`config.mk`:
```
export PLATFORM = sky130hd
export DESIGN_NAME = elias_gamma_rle_bitmap_decoder_top
export DESIGN_NICKNAME = d
export VERILOG_FILES = /design/src/hdl/egrd_pkg.sv /design/src/hdl/egrd_decode.sv /design/src/hdl/elias_gamma_rle_bitmap_decoder_top.sv
export SDC_FILE = /design/constraint.sdc
export NUM_CORES = 1
export LEC_CHECK = 0
export BUFFER_PORTS_ARGS = -buffer_cell sky130_fd_sc_hd__buf_2
export CORE_MARGIN = 2
export CORE_UTILIZATION = 63
export CTS_CLUSTER_SIZE = 14
export DETAILED_ROUTE_END_ITERATION = 10
export HOLD_SLACK_MARGIN = 0.03
export PLACE_DENSITY = 0.82
export SYNTH_ARGS = -nofsm -noshare
export SYNTH_HDL_FRONTEND = slang
export SYNTH_SLANG_ARGS = --single-unit
```
`constraint.sdc`:
```
create_clock -name i_clk -period 19.54 [get_ports i_clk]
set_input_delay 2.931 -clock i_clk [delete_from_list [all_inputs] [get_ports i_clk]]
set_output_delay 2.931 -clock i_clk [all_outputs]
set_load 0.005 [all_outputs]
```
`src/hdl/egrd_pkg.sv`:
```
package egrd_pkg;

    localparam int BYTE_BITS = 8;
    localparam int RUN_BITS  = 16;
    localparam int LEN_W     = 16;
    localparam int ACC_W     = RUN_BITS;
    localparam int CNT_W     = $clog2(RUN_BITS + 1);
    localparam int CMP_W     = (ACC_W > LEN_W) ? ACC_W : LEN_W;
    localparam int SEL_W     = $clog2(BYTE_BITS);

    localparam int CFG_ADDR_W = 3;
    localparam int CFG_DATA_W = 32;
    localparam logic [CFG_ADDR_W-1:0] ADDR_IMAGE_PIXELS = 3'd0;
    localparam logic [LEN_W-1:0]      IMAGE_PIXELS_RST  = 16'hFFFF;

    // Decoder state carried from byte to byte
    typedef struct packed {
        logic             colour;
        logic             len_phase;
        logic [CNT_W-1:0] bits_left;
        logic [ACC_W-1:0] run_accum;
        logic             skip;
    } t_dec_state;

    // One decoded run
    typedef struct packed {
        logic             colour;
        logic [LEN_W-1:0] length;
        logic             error;
    } t_run;

endpackage

```
`src/hdl/egrd_decode.sv`:
```
module egrd_decode (
    input  egrd_pkg::t_dec_state                          i_state,
    input  logic [egrd_pkg::BYTE_BITS-1:0]                i_data_byte,
    input  logic                                          i_segment_start,
    input  logic [egrd_pkg::LEN_W-1:0]                    i_image_pixels,
    output egrd_pkg::t_dec_state                          o_state,
    output egrd_pkg::t_run [egrd_pkg::BYTE_BITS-1:0]      o_lanes,
    output logic [egrd_pkg::BYTE_BITS-1:0]                o_lane_valid
);
    import egrd_pkg::*;

    t_dec_state st;
    logic       bit_v;
    logic       fin;

    // One lane per bit position; each bit completes at most one run.
    always_comb begin
        st           = i_state;
        bit_v        = 1'b0;
        fin          = 1'b0;
        o_lanes      = '0;
        o_lane_valid = '0;
        if (i_segment_start) begin
            st           = '0;
            st.colour    = i_data_byte[0];
        end
        for (int b = 0; b < BYTE_BITS; b++) begin
            fin   = 1'b0;
            bit_v = i_data_byte[b];
            if (!(i_segment_start && b == 0) && !st.skip) begin
                if (!st.len_phase) begin
                    if (bit_v) begin
                        st.len_phase = 1'b1;
                        st.run_accum = ACC_W'(1);
                        fin          = (st.bits_left == '0);
                    end else begin
                        st.bits_left = st.bits_left + CNT_W'(1);
                        if (st.bits_left >= CNT_W'(RUN_BITS)) begin
                            // prefix overflow: flag and drop the segment
                            o_lane_valid[b]     = 1'b1;
                            o_lanes[b].colour   = st.colour;
                            o_lanes[b].length   = '0;
                            o_lanes[b].error    = 1'b1;
                            st.skip             = 1'b1;
                            st.len_phase        = 1'b0;
                            st.bits_left        = '0;
                            st.run_accum        = '0;
                        end
                    end
                end else begin
                    st.run_accum = {st.run_accum[ACC_W-2:0], bit_v};
                    if (st.bits_left != '0) begin
                        st.bits_left = st.bits_left - CNT_W'(1);
                    end
                    fin = (st.bits_left == '0);
                end
                if (fin) begin
                    o_lane_valid[b]   = 1'b1;
                    o_lanes[b].colour = st.colour;
                    if (CMP_W'(st.run_accum) > CMP_W'(i_image_pixels)) begin
                        o_lanes[b].length = '0;
                        o_lanes[b].error  = 1'b1;
                        st.skip           = 1'b1;
                    end else begin
                        o_lanes[b].length = LEN_W'(st.run_accum);
                        o_lanes[b].error  = 1'b0;
                        st.colour         = ~st.colour;
                    end
                    st.len_phase = 1'b0;
                    st.bits_left = '0;
                    st.run_accum = '0;
                end
            end
        end
        o_state = st;
    end

endmodule

```
`src/hdl/elias_gamma_rle_bitmap_decoder_top.sv`:
```
// Channel   Direction  Handshake                  Payload
// in        input      i_in_valid / o_in_stall    i_data_byte, i_segment_start
// out       output     o_out_valid / i_out_stall  o_run_colour, o_run_length,
//                                                 o_run_error, o_last_of_byte
// cfg       input      APB psel/penable/pready    image_pixels at byte address 0
//
// A byte is held in an input register, decoded combinationally across all eight
// bit positions, and its runs land in an eight-slot run buffer.
// The buffer drains one run per cycle while the output is not stalled, so a byte's
// runs hold the output until its last run leaves; bytes producing at most one run go through at one per cycle.
// An accepted byte passes the input register and then the run buffer before its first run shows.
// Synchronous active-low reset clears decoder state, the buffer mask and
// image_pixels (to 65535).
// A stall on the output backs up through the run buffer into o_in_stall.
module elias_gamma_rle_bitmap_decoder_top (
    input  logic                                 i_clk,
    input  logic                                 i_rst_n,
    // input channel
    input  logic                                 i_in_valid,
    output logic                                 o_in_stall,
    input  logic [egrd_pkg::BYTE_BITS-1:0]       i_data_byte,
    input  logic                                 i_segment_start,
    // output channel
    output logic                                 o_out_valid,
    input  logic                                 i_out_stall,
    output logic                                 o_run_colour,
    output logic [egrd_pkg::LEN_W-1:0]           o_run_length,
    output logic                                 o_run_error,
    output logic                                 o_last_of_byte,
    // configuration port
    input  logic                                 psel,
    input  logic                                 penable,
    input  logic                                 pwrite,
    input  logic [egrd_pkg::CFG_ADDR_W-1:0]      paddr,
    input  logic [egrd_pkg::CFG_DATA_W-1:0]      pwdata,
    output logic [egrd_pkg::CFG_DATA_W-1:0]      prdata,
    output logic                                 pready
);
    import egrd_pkg::*;

    // configuration
    logic [LEN_W-1:0] r_image_pixels;

    // input register
    logic                 r_in_valid;
    logic [BYTE_BITS-1:0] r_in_byte;
    logic                 r_in_start;

    // decoder state
    t_dec_state r_state;
    t_dec_state n_state;

    // run buffer
    t_run                  r_buf [BYTE_BITS];
    logic [BYTE_BITS-1:0]  r_buf_mask;
    t_run [BYTE_BITS-1:0]  lanes;
    logic [BYTE_BITS-1:0]  lane_valid;

    logic             in_accept;
    logic             out_pop;
    logic             buf_free;
    logic             dec_fire;
    logic [SEL_W-1:0] sel;
    logic [BYTE_BITS-1:0] sel_onehot;
    logic [BYTE_BITS-1:0] rest_mask;

    // ---------------- configuration port ----------------
    assign pready = 1'b1;
    assign prdata = (paddr == ADDR_IMAGE_PIXELS) ? CFG_DATA_W'(r_image_pixels) : '0;

    always_ff @(posedge i_clk) begin
        if (!i_rst_n) begin
            r_image_pixels <= IMAGE_PIXELS_RST;
        end else if (psel && penable && pwrite && pready && paddr == ADDR_IMAGE_PIXELS) begin
            r_image_pixels <= pwdata[LEN_W-1:0];
        end
    end

    // ---------------- output selection ----------------
    // Drain the lowest pending lane first: lanes follow bit order.
    always_comb begin
        sel = '0;
        for (int i = BYTE_BITS - 1; i >= 0; i--) begin
            if (r_buf_mask[i]) begin
                sel = SEL_W'(i);
            end
        end
    end

    assign sel_onehot = BYTE_BITS'(1) << sel;
    assign rest_mask  = r_buf_mask & ~sel_onehot;

    assign o_out_valid    = |r_buf_mask;
    assign o_run_colour   = r_buf[sel].colour;
    assign o_run_length   = r_buf[sel].length;
    assign o_run_error    = r_buf[sel].error;
    assign o_last_of_byte = (rest_mask == '0);

    assign out_pop = o_out_valid && !i_out_stall;

    // Buffer can take a new byte when empty or when its last run leaves now.
    assign buf_free = (r_buf_mask == '0) || (out_pop && rest_mask == '0);
    assign dec_fire = r_in_valid && buf_free;

    // Input register is free when empty or when its byte is decoded now.
    assign o_in_stall = r_in_valid && !dec_fire;
    assign in_accept  = i_in_valid && !o_in_stall;

    // ---------------- decode ----------------
    egrd_decode u_decode (
        .i_state         (r_state),
        .i_data_byte     (r_in_byte),
        .i_segment_start (r_in_start),
        .i_image_pixels  (r_image_pixels),
        .o_state         (n_state),
        .o_lanes         (lanes),
        .o_lane_valid    (lane_valid)
    );

    // ---------------- control registers ----------------
    always_ff @(posedge i_clk) begin
        if (!i_rst_n) begin
            r_in_valid <= 1'b0;
            r_state    <= '0;
            r_buf_mask <= '0;
        end else begin
            // hold a byte until the decoder takes it
            if (in_accept) begin
                r_in_valid <= 1'b1;
            end else if (dec_fire) begin
                r_in_valid <= 1'b0;
            end
            // advance decoder state once per decoded byte
            if (dec_fire) begin
                r_state    <= n_state;
                r_buf_mask <= lane_valid;
            end else if (out_pop) begin
                r_buf_mask <= rest_mask;
            end
        end
    end

    // ---------------- payload registers ----------------
    always_ff @(posedge i_clk) begin
        if (in_accept) begin
            r_in_byte  <= i_data_byte;
            r_in_start <= i_segment_start;
        end
        if (dec_fire) begin
            for (int i = 0; i < BYTE_BITS; i++) begin
                r_buf[i] <= lanes[i];
            end
        end
    end

    // ---------------- assertions ----------------
    a_skip_clears_run: assert property (@(posedge i_clk) disable iff (!i_rst_n)
        r_state.skip |-> (!r_state.len_phase && r_state.bits_left == '0
                          && r_state.run_accum == '0))
        else $error("run state not cleared while skipping a segment");

    a_prefix_bound: assert property (@(posedge i_clk) disable iff (!i_rst_n)
        !r_state.len_phase |-> (r_state.bits_left < CNT_W'(RUN_BITS)))
        else $error("stored zero prefix reached the overflow limit");

    a_count_accum: assert property (@(posedge i_clk) disable iff (!i_rst_n)
        r_state.len_phase |-> (r_state.run_accum != '0))
        else $error("length phase with empty accumulator");

    a_error_zero_len: assert property (@(posedge i_clk) disable iff (!i_rst_n)
        (o_out_valid && o_run_error) |-> (o_run_length == '0))
        else $error("error run carries nonzero length");

    a_byte_continues: assert property (@(posedge i_clk) disable iff (!i_rst_n)
        (o_out_valid && !i_out_stall && !o_last_of_byte) |=> o_out_valid)
        else $error("runs of a byte interrupted before its last run");

endmodule

```
==> impl_results.md <==
* Vias at 19,000
* Drt drc at 0
* Fin. Hold Viols at 0
* Gr ovfl total at 0
* Area grow syn2layout at 8.17%
* Synth Instances at 2,282
* Final cell count without fillers at between 2,000 and 3,000
* Most numerous cell in the Yosys netlist: nand2_1
* Total GRT Usage at 0.421
* GP Congestion at 1.03
* Antenna diodes at 0
* Startpoint Class: flop
* Worst path max stage delay at 720 ps
* Remaining antenna violation count at 0
* Iter 0 DRT Violations at 2,673
* Root Driver: clkbuf_16
* Mapped cell area at 18,300 sq um
* Crit path kind: flop to flop
* Port bufs at 71
* CTS tree: yes
* R2R depth at 89
* Synth top cells by count: nand2_1, a21oi_1, nor2_1
* Distinct cells, synth at 112
* Status: complete, no violations
* Maximum clock frequency at 0.0540 GHz
* Fin nets at around 2,500
* Top-area cell type share of the netlist area at 0.252
* Synth Warn # at 0
* Min-Delay Startpoint: r_buf_mask[7]$_SDFFE_PN0P_
* Ranking of synthesized cells by area: edfxtp_1, ha_1, nand2_1
* Worst path required time at 19,940 ps
* Critical path arrival at 18,920 ps
* Worst Tran Pin Value at 1300 ps
* FFs w/ async S/R, synth at 0
* Vias in the first global route at 17,900
* First-pass GRT wire length at about 100,000 um
* Worst path slowest cell: nor2b_2
* # rows at 62
* Reg-to-Reg Start: r_state[0]$_SDFFE_PN0P_
* Final HPWL DP at 48,900 um
* Initial Util at 0.638
* Avg Vias per Cell at 7.08
* Final wirelength at 65,600 um
* H-tree depth at 1
* EDFF count, synth at 153
* Die Span Y at 174 um
* Final setup fails at 0
* Most frequent CP cell: a21oi_1
* CTS Buf Count at 24
* Critical path endpoint category: flop
* R2R Path End: r_state[23]$_SDFFE_PN0P_
* Largest net degree at the start of global routing at 81
* Post-synthesis sequential area ratio at 0.305
* Final critical-path required period at around 19,000 ps
* Inst Count DP at between 2,000 and 3,000
* Initial antenna violation count at 1
* Yosys top cell by area: edfxtp_1
* Mean Syn Cell Area at 8.00 sq um
* Die Footprint at 30,400 sq um
* HP Class: flop to flop
* Fin crit share at 0.948
* Skew-Pair Late Insertion Delay at 550 ps
* Area of the core at 28,600 sq um
* Seq cells post-synth at approximately 200
* Setup crit end: r_state[23]$_SDFFE_PN0P_
* Main synth FF type: edfxtp_1
* Worst-path clk slew at 60 ps
* Rel. slew slack at 0.132
* 1st-pass router iterations at 6
* R2r setup slk at 1020 ps
* Clock skew at 12.3 ps
* Fill count at between 2,000 and 2,500
* Critical path origin: r_state[0]$_SDFFE_PN0P_
* Longest Clk Path Bufs at 3
* Slew Limit Fails at 0
* DR WL/cell at 24.4 um
* Proportion of layout cells with a drive suffix above 1 at 0.101
* Clock sinks at 202
* Max_cap viols at 0
* Die X at 174 um
* Max FO, Critical Path at 21
* Ports at about 110
## registers in the layout (all words and copies together), names as in the netlist
name / flops
r_buf: 144
r_state: 24
r_image_pixels: 16
r_buf_mask: 8
r_in_byte: 8
r_in_start: 1
r_in_valid: 1
## worst max-delay path, delay by kind of cell (launching register included)
family / cells / cell delay (ps)
AOI/OAI and AO/OA: 42 / 8600
adders and majority gates: 8 / 1910
buffers and inverters: 9 / 1140
and+or+nand+nor: 27 / 5610
DFF: 1 / 540
xor gates and xnor gates: 3 / 500
## layout by cell type (no fill, tap or decap), types with 26 or more instances in the layout
cell type / Yosys / routed
nand2_1: 293 / 292
a21oi_1: 178 / 177
nor2_1: 159 / 157
edfxtp_1: 153 / 153
ha_1: 143 / 142
o21ai_0: 132 / 130
nand3_1: 121 / 119
and2_1: 93 / 93
inv_1: 92 / 91
buf_2: 13 / 71
o22ai_1: 68 / 64
dfxtp_1: 49 / 48
nor2b_1: 48 / 47
buf_4: 19 / 40
nand4_1: 34 / 34
a31oi_1: 33 / 33
nor4_1: 30 / 29
nor3_1: 29 / 29
o211ai_1: 28 / 28
o21a_1: 27 / 26
a22oi_1: 26 / 26
and3_1: 26 / 26
a21o_1: 26 / 26
## logic make-up (layout without fill, tap and decap cells)
kind of cell               count (synthesis)  in the layout  share of synthesized area
AOI/OAI and AO/OA                        731            731                      0.271
muxes                                     14             14                    0.00788
adders and majority gates                144            144                     0.0986
and+or+nand+nor                          920            920                      0.249
xor gates and xnor gates                  23             23                     0.0110
other                                      2             17                   0.000411
DFF                                      202            202                      0.305
buffers and inverters                    246            255                     0.0566
## per-stage QoR
step           TNS (ps)  setup WS (ps)  cell area, sq um  hold WS, ps   util
6_report              0           1020             19700          541  0.690
4_1_cts               0            406             19600          527  0.685
3_3_place_gp          0            917             18800          507  0.657
2_1_floorplan         0           3930             18300          481      -
5_1_grt           -90.6          -90.6             19700          554  0.690
3_5_place_dp          0            483             18800          520  0.657
## worst min path at each step
stage	depth (start not counted)	end	slack [ps]
finish	2	r_buf_mask[7]$_SDFFE_PN0P_	540
global route	2	r_buf_mask[7]$_SDFFE_PN0P_	550
CTS	2	r_buf_mask[7]$_SDFFE_PN0P_	530
detailed placement	2	r_buf_mask[7]$_SDFFE_PN0P_	520
global placement	2	r_buf_mask[7]$_SDFFE_PN0P_	510
floorplan	2	r_buf_mask[7]$_SDFFE_PN0P_	480
## metal layers
metal,GRT usage,routed length (um),up-vias
li1,-,-,8536
met1,0.539,24500,8970
met2,0.678,29600,1257
met3,0.0575,6840,276
met4,0.256,4620,0
met5,0,0,-
## repair_timing
action,CTS,global route
buffers inserted,0,0
hold buffers,0,0
setup endpoints to repair,0,59
resized for setup,0,28
hold endpoints to repair,0,0
## area by class of cell
class / instances / area, sq um / area share
clock buffer: 28 / 616 / 0.0312
tap: 384 / 480 / 0.0243
sequential: 202 / 5580 / 0.282
inverter: 99 / 377 / 0.0191
timing repair buffer: 112 / 667 / 0.0338
multi-input combinational: 1849 / 11800 / 0.600
clock inverter: 16 / 184 / 0.00931
Power is not shown: default switching activity piles up to over one toggle a cycle in this logic, so the estimate is an artifact.
